<file path="src/hdl/lodd_pkg.sv">
// Package for the lock-order deadlock detector: request and result types,
// slot counts, function codes and controller states. No dependencies.
package lodd_pkg;

    localparam int THREAD_SLOTS = 16;
    localparam int LOCK_SLOTS   = 16;
    localparam int TAG_W        = 48;
    localparam int TIDX_W       = $clog2(THREAD_SLOTS);
    localparam int LIDX_W       = $clog2(LOCK_SLOTS);
    localparam int TCNT_W       = $clog2(THREAD_SLOTS + 1);
    localparam int LCNT_W       = $clog2(LOCK_SLOTS + 1);

    typedef enum logic [1:0] {
        FUNC_LOCK   = 2'd0,
        FUNC_UNLOCK = 2'd1,
        FUNC_EXIT   = 2'd2
    } func_t;

    typedef enum logic [1:0] {
        ST_OK          = 2'd0,
        ST_THREAD_FULL = 2'd1,
        ST_LOCK_FULL   = 2'd2
    } status_t;

    typedef struct packed {
        logic [1:0]       func;
        logic [TAG_W-1:0] thread_id;
        logic [TAG_W-1:0] lock_address;
    } req_t;

    typedef struct packed {
        logic       deadlock;
        logic [1:0] status;
    } rsp_t;

    typedef enum logic [3:0] {
        S_IDLE,
        S_TSEARCH,
        S_LSEARCH,
        S_ACQUIRE,
        S_PEEL,
        S_RELEASE,
        S_EXIT,
        S_RESP
    } state_t;

    // Commands from controller to datapath.
    typedef struct packed {
        logic load_req;
        logic clr_search;
        logic t_step;
        logic l_step;
        logic acquire;
        logic t_claim;
        logic peel_init;
        logic peel_step;
        logic unlock;
        logic thread_exit;
        logic [1:0] set_status;
        logic status_we;
    } cmd_t;

    // Status from datapath to controller.
    typedef struct packed {
        logic [1:0] func;
        logic t_done;
        logic t_found;
        logic t_free;
        logic l_done;
        logic l_found;
        logic l_free;
        logic peel_done;
    } sts_t;

endpackage

</file>
<file path="src/hdl/lodd_datapath.sv">
// Datapath of the lock-order deadlock detector: tag tables, held sets,
// edge rows, sequential tag searches and the peel-based cycle check.
// Depends on lodd_pkg.
module lodd_datapath
    import lodd_pkg::*;
(
    input  logic aclk,
    input  logic aresetn,
    input  req_t req,
    input  cmd_t cmd,
    output sts_t sts,
    output rsp_t rsp
);

    logic [THREAD_SLOTS-1:0] tvalid_reg;
    logic [TAG_W-1:0]        ttag_mem [THREAD_SLOTS];
    logic [LOCK_SLOTS-1:0]   held_reg [THREAD_SLOTS];
    logic [LOCK_SLOTS-1:0]   lvalid_reg;
    logic [TAG_W-1:0]        ltag_mem [LOCK_SLOTS];
    logic [LOCK_SLOTS-1:0]   edge_reg [LOCK_SLOTS];

    req_t              req_reg;
    logic [TCNT_W-1:0] tcnt_reg;
    logic [LCNT_W-1:0] lcnt_reg;
    logic              tfound_reg, tfree_reg, lfound_reg, lfree_reg;
    logic [TIDX_W-1:0] tidx_reg, tfidx_reg;
    logic [LIDX_W-1:0] lidx_reg, lfidx_reg;
    logic [LOCK_SLOTS-1:0] rem_reg;
    logic              changed_reg;
    logic [LCNT_W-1:0] pcnt_reg;
    rsp_t              rsp_reg;

    logic [TIDX_W-1:0] tptr;
    logic [LIDX_W-1:0] lptr, pptr;
    logic              t_hit, l_hit;
    logic [TIDX_W-1:0] tslot;
    logic [LIDX_W-1:0] lslot;

    assign tptr  = tcnt_reg[TIDX_W-1:0];
    assign lptr  = lcnt_reg[LIDX_W-1:0];
    assign pptr  = pcnt_reg[LIDX_W-1:0];
    assign t_hit = tvalid_reg[tptr] && (ttag_mem[tptr] == req_reg.thread_id);
    assign l_hit = lvalid_reg[lptr] && (ltag_mem[lptr] == req_reg.lock_address);
    assign tslot = tfound_reg ? tidx_reg : tfidx_reg;
    assign lslot = lfound_reg ? lidx_reg : lfidx_reg;

    assign sts.func      = req_reg.func;
    assign sts.t_done    = (tcnt_reg == TCNT_W'(THREAD_SLOTS)) || tfound_reg;
    assign sts.t_found   = tfound_reg;
    assign sts.t_free    = tfree_reg;
    assign sts.l_done    = (lcnt_reg == LCNT_W'(LOCK_SLOTS)) || lfound_reg;
    assign sts.l_found   = lfound_reg;
    assign sts.l_free    = lfree_reg;
    assign sts.peel_done = (pcnt_reg == LCNT_W'(LOCK_SLOTS)) && !changed_reg;
    assign rsp           = rsp_reg;

    // Request capture, search scan and peel bookkeeping.
    always_ff @(posedge aclk) begin
        if (cmd.load_req) begin
            req_reg <= req;
        end
        if (cmd.clr_search) begin
            tcnt_reg   <= '0;
            lcnt_reg   <= '0;
            tfound_reg <= 1'b0;
            tfree_reg  <= 1'b0;
            lfound_reg <= 1'b0;
            lfree_reg  <= 1'b0;
        end
        // One thread slot is compared per cycle; the first free slot is noted.
        if (cmd.t_step) begin
            if (t_hit) begin
                tfound_reg <= 1'b1;
                tidx_reg   <= tptr;
            end else begin
                if (!tvalid_reg[tptr] && !tfree_reg) begin
                    tfree_reg <= 1'b1;
                    tfidx_reg <= tptr;
                end
                tcnt_reg <= tcnt_reg + 1'b1;
            end
        end
        if (cmd.l_step) begin
            if (l_hit) begin
                lfound_reg <= 1'b1;
                lidx_reg   <= lptr;
            end else begin
                if (!lvalid_reg[lptr] && !lfree_reg) begin
                    lfree_reg <= 1'b1;
                    lfidx_reg <= lptr;
                end
                lcnt_reg <= lcnt_reg + 1'b1;
            end
        end
        // The peel pass revisits nodes until a full sweep removes none.
        if (cmd.peel_init) begin
            pcnt_reg    <= '0;
            changed_reg <= 1'b0;
        end else if (cmd.peel_step) begin
            if (pcnt_reg == LCNT_W'(LOCK_SLOTS)) begin
                pcnt_reg    <= '0;
                changed_reg <= 1'b0;
            end else begin
                pcnt_reg <= pcnt_reg + 1'b1;
                if (rem_reg[pptr] && ((edge_reg[pptr] & rem_reg) == '0)) begin
                    changed_reg <= 1'b1;
                end
            end
        end
        if (cmd.status_we) begin
            rsp_reg.status   <= cmd.set_status;
            rsp_reg.deadlock <= 1'b0;
        end
        if (cmd.peel_step && sts.peel_done) begin
            rsp_reg.deadlock <= (rem_reg != '0);
        end
    end

    // Tag stores carry no reset; they are read only in valid slots.
    always_ff @(posedge aclk) begin
        if ((cmd.acquire || cmd.t_claim) && !tfound_reg) begin
            ttag_mem[tslot] <= req_reg.thread_id;
        end
        if (cmd.acquire && !lfound_reg) begin
            ltag_mem[lslot] <= req_reg.lock_address;
        end
    end

    // Valid bits, held sets, edges and the remaining set.
    always_ff @(posedge aclk) begin
        if (!aresetn) begin
            tvalid_reg <= '0;
            lvalid_reg <= '0;
            for (int i = 0; i < THREAD_SLOTS; i++) begin
                held_reg[i] <= '0;
            end
            for (int i = 0; i < LOCK_SLOTS; i++) begin
                edge_reg[i] <= '0;
            end
        end else begin
            if (cmd.acquire) begin
                tvalid_reg[tslot] <= 1'b1;
                lvalid_reg[lslot] <= 1'b1;
                for (int h = 0; h < LOCK_SLOTS; h++) begin
                    if (h == int'(lslot)) begin
                        if (!lfound_reg) begin
                            edge_reg[h] <= '0;
                        end
                    end else if (tfound_reg && held_reg[tslot][h]) begin
                        edge_reg[h][lslot] <= 1'b1;
                    end
                end
                if (tfound_reg) begin
                    held_reg[tslot][lslot] <= 1'b1;
                end else begin
                    held_reg[tslot] <= LOCK_SLOTS'(1) << lslot;
                end
            end
            // A new thread keeps its slot even when the lock table is full.
            if (cmd.t_claim && !tfound_reg) begin
                tvalid_reg[tslot] <= 1'b1;
                held_reg[tslot]   <= '0;
            end
            if (cmd.unlock) begin
                lvalid_reg[lidx_reg] <= 1'b0;
                for (int i = 0; i < THREAD_SLOTS; i++) begin
                    held_reg[i][lidx_reg] <= 1'b0;
                end
                for (int i = 0; i < LOCK_SLOTS; i++) begin
                    if (i == int'(lidx_reg)) begin
                        edge_reg[i] <= '0;
                    end else begin
                        edge_reg[i][lidx_reg] <= 1'b0;
                    end
                end
            end
            if (cmd.thread_exit) begin
                tvalid_reg[tidx_reg] <= 1'b0;
                held_reg[tidx_reg]   <= '0;
            end
        end
    end

    // The remaining set starts from the valid nodes, including a node taken
    // by an acquire at the same edge.
    always_ff @(posedge aclk) begin
        if (cmd.peel_init) begin
            if (cmd.acquire) begin
                rem_reg <= lvalid_reg | (LOCK_SLOTS'(1) << lslot);
            end else begin
                rem_reg <= lvalid_reg;
            end
        end else if (cmd.peel_step && (pcnt_reg != LCNT_W'(LOCK_SLOTS))) begin
            if (rem_reg[pptr] && ((edge_reg[pptr] & rem_reg) == '0)) begin
                rem_reg[pptr] <= 1'b0;
            end
        end
    end

endmodule

</file>
<file path="src/hdl/lodd_ctrl.sv">
// Controller of the lock-order deadlock detector: sequences searches,
// table updates, the cycle check and the result handshake.
// Depends on lodd_pkg.
module lodd_ctrl
    import lodd_pkg::*;
(
    input  logic aclk,
    input  logic aresetn,
    input  logic s_valid,
    output logic s_ready,
    output logic m_valid,
    input  logic m_ready,
    input  sts_t sts,
    output cmd_t cmd
);

    state_t state_reg, state_next;

    always_ff @(posedge aclk) begin
        if (!aresetn) begin
            state_reg <= S_IDLE;
        end else begin
            state_reg <= state_next;
        end
    end

    // Next state.
    always_comb begin
        state_next = state_reg;
        case (state_reg)
            S_IDLE: begin
                if (s_valid) begin
                    state_next = S_TSEARCH;
                end
            end
            S_TSEARCH: begin
                if (sts.t_done) begin
                    case (sts.func)
                        FUNC_LOCK: begin
                            state_next = (sts.t_found || sts.t_free) ? S_LSEARCH : S_PEEL;
                        end
                        FUNC_UNLOCK: state_next = S_LSEARCH;
                        FUNC_EXIT:   state_next = S_EXIT;
                        default:     state_next = S_RESP;
                    endcase
                end
            end
            S_LSEARCH: begin
                if (sts.l_done) begin
                    if (sts.func == FUNC_UNLOCK) begin
                        state_next = S_RELEASE;
                    end else if (sts.l_found || sts.l_free) begin
                        state_next = S_ACQUIRE;
                    end else begin
                        state_next = S_PEEL;
                    end
                end
            end
            S_ACQUIRE: state_next = S_PEEL;
            S_PEEL: begin
                if (sts.peel_done) begin
                    state_next = S_RESP;
                end
            end
            S_RELEASE: state_next = S_RESP;
            S_EXIT:    state_next = S_RESP;
            S_RESP: begin
                if (m_ready) begin
                    state_next = S_IDLE;
                end
            end
            default: state_next = S_IDLE;
        endcase
    end

    // Outputs.
    always_comb begin
        cmd        = '0;
        s_ready    = 1'b0;
        m_valid    = 1'b0;
        case (state_reg)
            S_IDLE: begin
                s_ready        = 1'b1;
                cmd.load_req   = s_valid;
                cmd.clr_search = 1'b1;
                cmd.status_we  = 1'b1;
                cmd.set_status = ST_OK;
            end
            S_TSEARCH: begin
                cmd.t_step = !sts.t_done;
                if (sts.t_done && (sts.func == FUNC_LOCK) && !sts.t_found
                        && !sts.t_free) begin
                    cmd.status_we  = 1'b1;
                    cmd.set_status = ST_THREAD_FULL;
                    cmd.peel_init  = 1'b1;
                end
            end
            S_LSEARCH: begin
                cmd.l_step = !sts.l_done;
                if (sts.l_done && (sts.func == FUNC_LOCK) && !sts.l_found
                        && !sts.l_free) begin
                    cmd.status_we  = 1'b1;
                    cmd.set_status = ST_LOCK_FULL;
                    cmd.peel_init  = 1'b1;
                    cmd.t_claim    = 1'b1;
                end
            end
            // The peel pass starts together with the table update.
            S_ACQUIRE: begin
                cmd.acquire   = 1'b1;
                cmd.peel_init = 1'b1;
            end
            S_PEEL:    cmd.peel_step = 1'b1;
            S_RELEASE: cmd.unlock = sts.l_found;
            S_EXIT:    cmd.thread_exit = sts.t_found;
            S_RESP:    m_valid = 1'b1;
            default: begin
                cmd = '0;
            end
        endcase
    end

endmodule

</file>
<file path="src/hdl/lock_order_deadlock_detector.sv">
// Top level of the lock-order deadlock detector.
// Depends on lodd_pkg, lodd_ctrl and lodd_datapath.
//
//   channel  | ports                | payload
//   request  | s_valid / s_ready    | s_req  (func, thread_id, lock_address)
//   result   | m_valid / m_ready    | m_rsp  (deadlock, status)
//
// One request at a time. A lock request is captured, then the thread tag search
// and the lock tag search each compare one slot per cycle and end in a decision
// step, the tables are updated, then a cycle check sweeps the 16 lock nodes one
// per cycle plus a wrap step until a sweep peels none, and the result is given.
// Reset clears all valid bits, held sets and edges at once; no clearing pass.
// The result is held until m_ready; the next request is taken after that.
module lock_order_deadlock_detector
    import lodd_pkg::*;
(
    input  logic aclk,
    input  logic aresetn,
    input  logic s_valid,
    output logic s_ready,
    input  req_t s_req,
    output logic m_valid,
    input  logic m_ready,
    output rsp_t m_rsp
);

    cmd_t cmd;
    sts_t sts;

    lodd_ctrl u_ctrl (
        .aclk    (aclk),
        .aresetn (aresetn),
        .s_valid (s_valid),
        .s_ready (s_ready),
        .m_valid (m_valid),
        .m_ready (m_ready),
        .sts     (sts),
        .cmd     (cmd)
    );

    lodd_datapath u_dp (
        .aclk    (aclk),
        .aresetn (aresetn),
        .req     (s_req),
        .cmd     (cmd),
        .sts     (sts),
        .rsp     (m_rsp)
    );

endmodule
</file>
<file path="config.mk">
export PLATFORM = sky130hd
export DESIGN_NAME = lock_order_deadlock_detector
export DESIGN_NICKNAME = d
export VERILOG_FILES = /design/src/hdl/lodd_pkg.sv /design/src/hdl/lodd_datapath.sv /design/src/hdl/lodd_ctrl.sv /design/src/hdl/lock_order_deadlock_detector.sv
export SDC_FILE = /design/constraint.sdc
export NUM_CORES = 2
export LEC_CHECK = 0
export BUFFER_PORTS_ARGS = -buffer_cell sky130_fd_sc_hd__buf_2
export CAP_MARGIN = 20
export CORE_MARGIN = 8
export CORE_UTILIZATION = 50
export CTS_BUF_LIST = sky130_fd_sc_hd__clkbuf_16
export DETAILED_ROUTE_END_ITERATION = 7
export MAX_ROUTING_LAYER = met4
export PLACE_DENSITY = 0.76
export SYNTH_ARGS = -nofsm -noshare
export SYNTH_HDL_FRONTEND = slang
export SYNTH_HIERARCHICAL = 1
export SYNTH_SLANG_ARGS = --single-unit
</file>
<file path="constraint.sdc">
create_clock -name aclk -period 7.1 [get_ports aclk]
set_input_delay 0.71 -clock aclk [delete_from_list [all_inputs] [get_ports aclk]]
set_output_delay 0.71 -clock aclk [all_outputs]
set_load 0.01 [all_outputs]
</file>
After elaboration in Yosys (flattened, before gate mapping)
Memory sizes are Yosys's and may differ from the RTL's. A register that Yosys moved wholly into a read port is not among the register bits.
Index checks and enable logic that the tools add are counted.
{ "classes": {"add_sub_neg": 3, "mul": 0, "n_div": 0, "magnitude_cmp": 12, "eq_ne": 50, "shifts": 1, "n_mux": 1456, "bitwise": 1085, "n_reduce_logical": 72} }
{ "ops": {"columns": ["cell", "n"], "rows": [
  ["$mux 1", 1352],
  ["$or 1x1->1", 1072],
  ["$mux 16", 66],
  ["$eq 48x48->1", 2],
  ["$and 16x16->16", 4],
  ["$eq 4x4->1 const A", 16],
  ["$or 16x16->16", 4],
  ["$mux 4", 12],
  ["$not 16->16", 3],
  ["$logic_and 1x1->1", 38],
  ["$lt 4x5->1 const B", 7],
  ["$mux 5", 7],
  ["$eq 3x4->1 const A", 8],
  ["$reduce_or 16->1", 2],
  ["$pmux 4 s7", 1],
  ["$demux 1 s4", 5],
  ["$ge 4x1->1 const B", 5],
  ["$eq 2x4->1 const A", 4],
  ["$eq 4x3->1 const B", 4],
  ["$logic_not 16->1", 1],
  ["$reduce_bool 16->1", 1],
  ["$shl 1x4->16 const A", 1],
  ["$add 5x1->5 const B", 3],
  ["$eq 5x5->1 const B", 3],
  ["24 further kinds", 58]
]} }
{ "word_totals": {"reg_bits": 189, "latch_bits": 0, "mem_bits_rw": 2048, "mem_bits_ro": 0, "out_inout_bits": 5, "memories": 4} }
{ "memory_table": {"columns": ["name", "words", "width", "read_ports", "rd_ports_with_merged_regs", "wr", "line_no", "rtl"], "rows": [
  ["u_dp.ltag_mem", 16, 48, 1, 1, 1, "lodd_datapath.sv:19", "logic [TAG_W-1:0] ltag_mem [LOCK_SLOTS];"],
  ["u_dp.ttag_mem", 16, 48, 1, 1, 1, "lodd_datapath.sv:16", "logic [TAG_W-1:0] ttag_mem [THREAD_SLOTS];"],
  ["u_dp.edge_reg", 16, 16, 1, 1, 16, "lodd_datapath.sv:20", "logic [LOCK_SLOTS-1:0] edge_reg [LOCK_SLOTS];"],
  ["u_dp.held_reg", 16, 16, 1, 0, 16, "lodd_datapath.sv:17", "logic [LOCK_SLOTS-1:0] held_reg [THREAD_SLOTS];"]
]} }

Depth between registers and ports, before layout
{ "logic_depth": {"depth_word": 15, "mapped_depth": 20, "ltp_nobuf": 11} }

Hierarchy
Netlist, hierarchy kept.
{ "modules_own_cells": {"columns": ["mod", "instances", "cells_per_inst", "area_per_inst_um2", "seq_area_each_um2"], "rows": [
  ["lodd_datapath", 1, 5994, 93310.7, 62770.2],
  ["lodd_ctrl", 1, 67, 478.0, 60.1]
]} }

Least setup slack after synthesis
No wires, ideal clock.
{ "synth_path": {"kind": "register -> register", "from": "register u_dp.lcnt_reg[0]", "to": "memory u_dp.ttag_mem[0][0] (enable)", "setup_time_ns": 0.454, "arrival_ns": 4.577, "t_required_ns": 6.646, "setup_slack_ns": 2.069, "path_stages_with_launch": 16, "period_less_slack_ns": 5.031, "path_cell_list": "dfxtp_1 -> buf_6 -> buf_6 -> buf_8 -> buf_8 -> buf_6 -> buf_6 -> buf_2 -> inv_1 -> ha_1 -> a31o_2 -> nand2_1 -> nor4_4 -> o21ai_1 -> clkbuf_1 -> nor2_1"} }
{ "synth_rtl": {"columns": ["item", "line_no", "rtl"], "rows": [
  ["start: declaration", "lodd_datapath.sv:24", "logic [LCNT_W-1:0] lcnt_reg;"],
  ["start signal: assignment", "lodd_datapath.sv:92", "lcnt_reg <= lcnt_reg + 1'b1;"],
  ["end: declaration", "lodd_datapath.sv:16", null]
]} }

Worst setup path after layout
{ "layout_path": {"from": "register u_dp.tcnt_reg[0]", "to": "register u_dp.tidx_reg[2] (enable)"} }
{ "layout_between": {"elab_chain_len": 5, "elab_cells_between_ends": 8} }
{ "layout_lines": {"columns": ["item", "line_no", "rtl"], "rows": [
  ["start: declaration", "lodd_datapath.sv:23", "logic [TCNT_W-1:0] tcnt_reg;"],
  ["start signal: assignment", "lodd_datapath.sv:80", "tcnt_reg <= tcnt_reg + 1'b1;"],
  ["parallel branches: the longest is 4 deep, another holds $bmux 1 s4", null, null],
  ["$reduce_and 2->1 (no line) *", null, null],
  ["end signal: assignment", "lodd_datapath.sv:74", "tidx_reg <= tptr;"],
  ["end: declaration", "lodd_datapath.sv:26", "logic [TIDX_W-1:0] tidx_reg, tfidx_reg;"]
]} }
Every way passes the cells marked *. The select of a mux whose other input is x is not followed.
A chain may end at the register's enable or synchronous reset.

==> summary.md <==
| Metric | Value |
|---|---|
| Drt total wl | 274 mm |
| R2R Path End | u_dp/tidx_reg[2] |
| Startpoint types | flop |
| Layout cells sized above 1 | 19.5% |
| Status | complete, no violations |
| Hold wc startpoint | s_req[62] |
| TritonCTS clock tree | built |
| Placed Area | 97300 um2 |
| Endpoint class of the critical path | flop |
| Critical-path cell list | buf_12, mux4_2, mux2i_1, xnor2_1, a311o_1, o21ai_0, o221ai_1, or4_1, nor4_1, and2_1 |
| R2r worst-path depth | 10 |
| Fin area | 105000 um2 |
| Critical path's slowest cell | dfxtp_4 |
| Die width | 449 um |
| Post-Synth Simple-Gate Area | 5.98% |
| Hold Violations, Final | 0 |
| Overall global routing resource usage | 26.8% |
| # Post-CTS Setup Buffers | 0 |
| Post-synth EDFFs | 1797 |
| Gpl congestion | 0.977 |
| Setup slack, reg-to-reg | 1710 ps |
| Seq/Total Area, Yosys | 67.0% |
| Complex-gate fraction of the synthesized area | 9.23% |
| Reg clk slew, reported paths | 60 ps |
| Total global routing overflow | 0 |
| Avg Inst Size Synth | 15.5 um2 |
| Biggest registers after layout | u_dp/ltag_mem: 768 flops, u_dp/ttag_mem: 768 flops |
| Slowest stage delay, CP | 1020 ps |
| Via density | 6.79 |
| I/O pins | 107 |
| DRC violations left | 0 |
| Warnings, synthesis | 6 |
| Max VDD drop | 345 uV |
| P_leak | 33.9 nW |
| Post-synthesis mux area share | 14.2% |
| Largest family of logic cells by synthesized area | multiplexers |
| CTS root buf | clkbuf_16 |
| Slew HR | 15.5% |
| Clock Skews | 84.0 ps |
| Worst slew pin tran | 1270 ps |
| WL/cell | 30.7 um |
| Worst EP arrival | 5970 ps |
| Synth Area in Adders | 0.147% |
| Post-layout util | 56.4% |
| Core box area | 187000 um2 |
| Detail Placement HPWL | 162 mm |
| Syn Std Cell Area | 93800 um2 |
| Area delta synth->final | 12.4% |
| Synth cell count leaders | edfxtp_1, mux4_2, dfxtp_1 |
| H-tree levels | 4 |
| Unrepaired setup endpoints after global routing | no |
| Post-CTS sizing | 0 |
| Cell row count | 159 |
| Xor/xnor share of the synthesized area | 0.868% |
| Via Count | 60679 |
| Vias in the first global route | 59193 |
| Hold WC Path Type | primary input to flop |
| Nets | 6363 |
| Yosys reg bits | 2240 |
| Clk Latency, worst-skew pair | 900 ps |
| Crit Reg-Reg Startpoint | u_dp/tcnt_reg[0] |
| Final min period | 5390 ps |
| CP max FO | 54 |
| # Max-Cap Violations | 0 |
| Fmax | 185 MHz |
| First-pass GRT wire length | 397 mm |
| Final total negative setup slack | 0 ps |
| TritonCTS buffer count | 215 |
| Max Slew Vio Count | 0 |
| DIE AREA | 202000 um2 |
| Share of the synthesized area in the top cell type | 57.5% |
| PwrDens | 318 nW/um2 |
| Vert. Die Dim | 449 um |
| Hold Path End | u_dp/req_reg[62] |
| Top_reg_cell synth | edfxtp_1 |
| Crit Path Class | flop to flop |
| DRT antenna net count | 0 |
| Critical Path RT | 7680 ps |
| Clk buf depth | 3 |
| Synth area leader | edfxtp_1 |
| Most common cell in the netlist | edfxtp_1 |
| Unique masters post-synth | 90 |
| Largest net degree at the start of global routing | 71 |
| Fin crit share | 75.9% |
| Pre-Repair DR Iteration Count | 8 |
| Async S/R FF share, synth | 0% |
| Synth top area cells | edfxtp_1, mux4_2, dfxtp_1, mux2i_1, a22oi_1 |
| Initial core utilization | 50.2% |
| Syn Inst Count | 6061 |
| Port Buf Inserts | 106 |
| Hold path depth | 1 |
| Final setup viols | 0 |
| Initial antenna violation count | 6 |
| CTS Sinks | 2240 |
| Number of DRC markers in iteration 0 | 9273 |
[routing by layer]
layer	GRT usage [%]	part of all wire, %
met2	40.5	46
met5	-	0
met4	10.9	4.9
met3	6.59	13
met1	35.0	36
[final cells by class]
cell class | instances | area (um2)
flip-flops and latches | 2240 | 62900
clock inverters | 181 | 1600
repair buffers | 396 | 3100
fillers | 14023 | 81600
inverters | 65 | 249
multi-input cells | 3332 | 29100
clock buffers | 216 | 5410
diodes | 6 | 15.0
well taps | 2495 | 3120
[placed cells by master (no fill, tap or decap), types with 53 or more instances in the layout]
cell type / count
clkbuf_16: 216
nand2_1: 324
o22ai_1: 53
inv_1: 106
nor2_1: 297
o211ai_1: 159
a22oi_1: 324
buf_2: 106
nor3_1: 154
buf_4: 186
mux4_2: 453
dfxtp_1: 433
mux2i_1: 243
a21oi_1: 231
o21ai_0: 82
edfxtp_1: 1797
dlygate4sd3_1: 81
a211oi_1: 149
xnor2_1: 54
nand3_1: 187
[power by group]
| part | switching (mW) | internal, mW | leakage (nW) | total, mW |
|---|---|---|---|---|
| registers | 0.949 | 15.1 | 20.0 | 16.0 |
| logic | 3.73 | 2.49 | 10.3 | 6.23 |
| clock network | 5.08 | 6.22 | 3.60 | 11.3 |
[how the worst max path moves through the flow]
stage	start	to	slack, ps	depth (start not counted)
CTS	u_dp/tcnt_reg[0]	u_dp/tidx_reg[2]	1880	10
global route	u_dp/tcnt_reg[0]	u_dp/tidx_reg[1]	1600	10
floorplan	u_dp/lcnt_reg[0]	u_dp/ttag_mem[0][0]	2070	15
detailed placement	u_dp/tcnt_reg[0]	u_dp/tidx_reg[0]	1930	10
finish	u_dp/tcnt_reg[0]	u_dp/tidx_reg[2]	1710	10
global placement	u_dp/tcnt_reg[0]	u_dp/tidx_reg[2]	1950	10
[stage by stage]
step / total power, mW / setup slack (ps) / cells / hold WS [ps]
floorplan: 20.2 / 2070 / 6068 / 406
global placement: 22.2 / 1950 / 8412 / 416
detailed placement: 22.3 / 1930 / 8417 / 421
CTS: 33.5 / 1880 / 8895 / 1.08
global route: 34.4 / 1600 / 8930 / 27.3
finish: 33.6 / 1710 / 8931 / 52.9
[kinds of logic after synthesis]
logic type | Yosys count
AO/OA/AOI/OAI | 1238
XOR/XNOR | 93
adder cells (fa/ha/maj) | 11
buffers and inverters | 496
flip-flops | 2240
multiplexers | 755
other | 1
AND/OR/NAND/NOR | 1227
[timing repair]
item,CTS,global route
hold buffers,81,0
hold endpoints to repair,81,0
setup endpoints to repair,0,0
[critical path: cells and delay by family, from the launching register on]
family | cells | cell delay (ps)
mux | 2 | 740
flops | 1 | 1020
simple gates | 3 | 1700
buf+inv | 1 | 320
compound gates | 3 | 1070
xor+xnor | 1 | 170
Note: power is estimated with default switching activity, not from simulation.
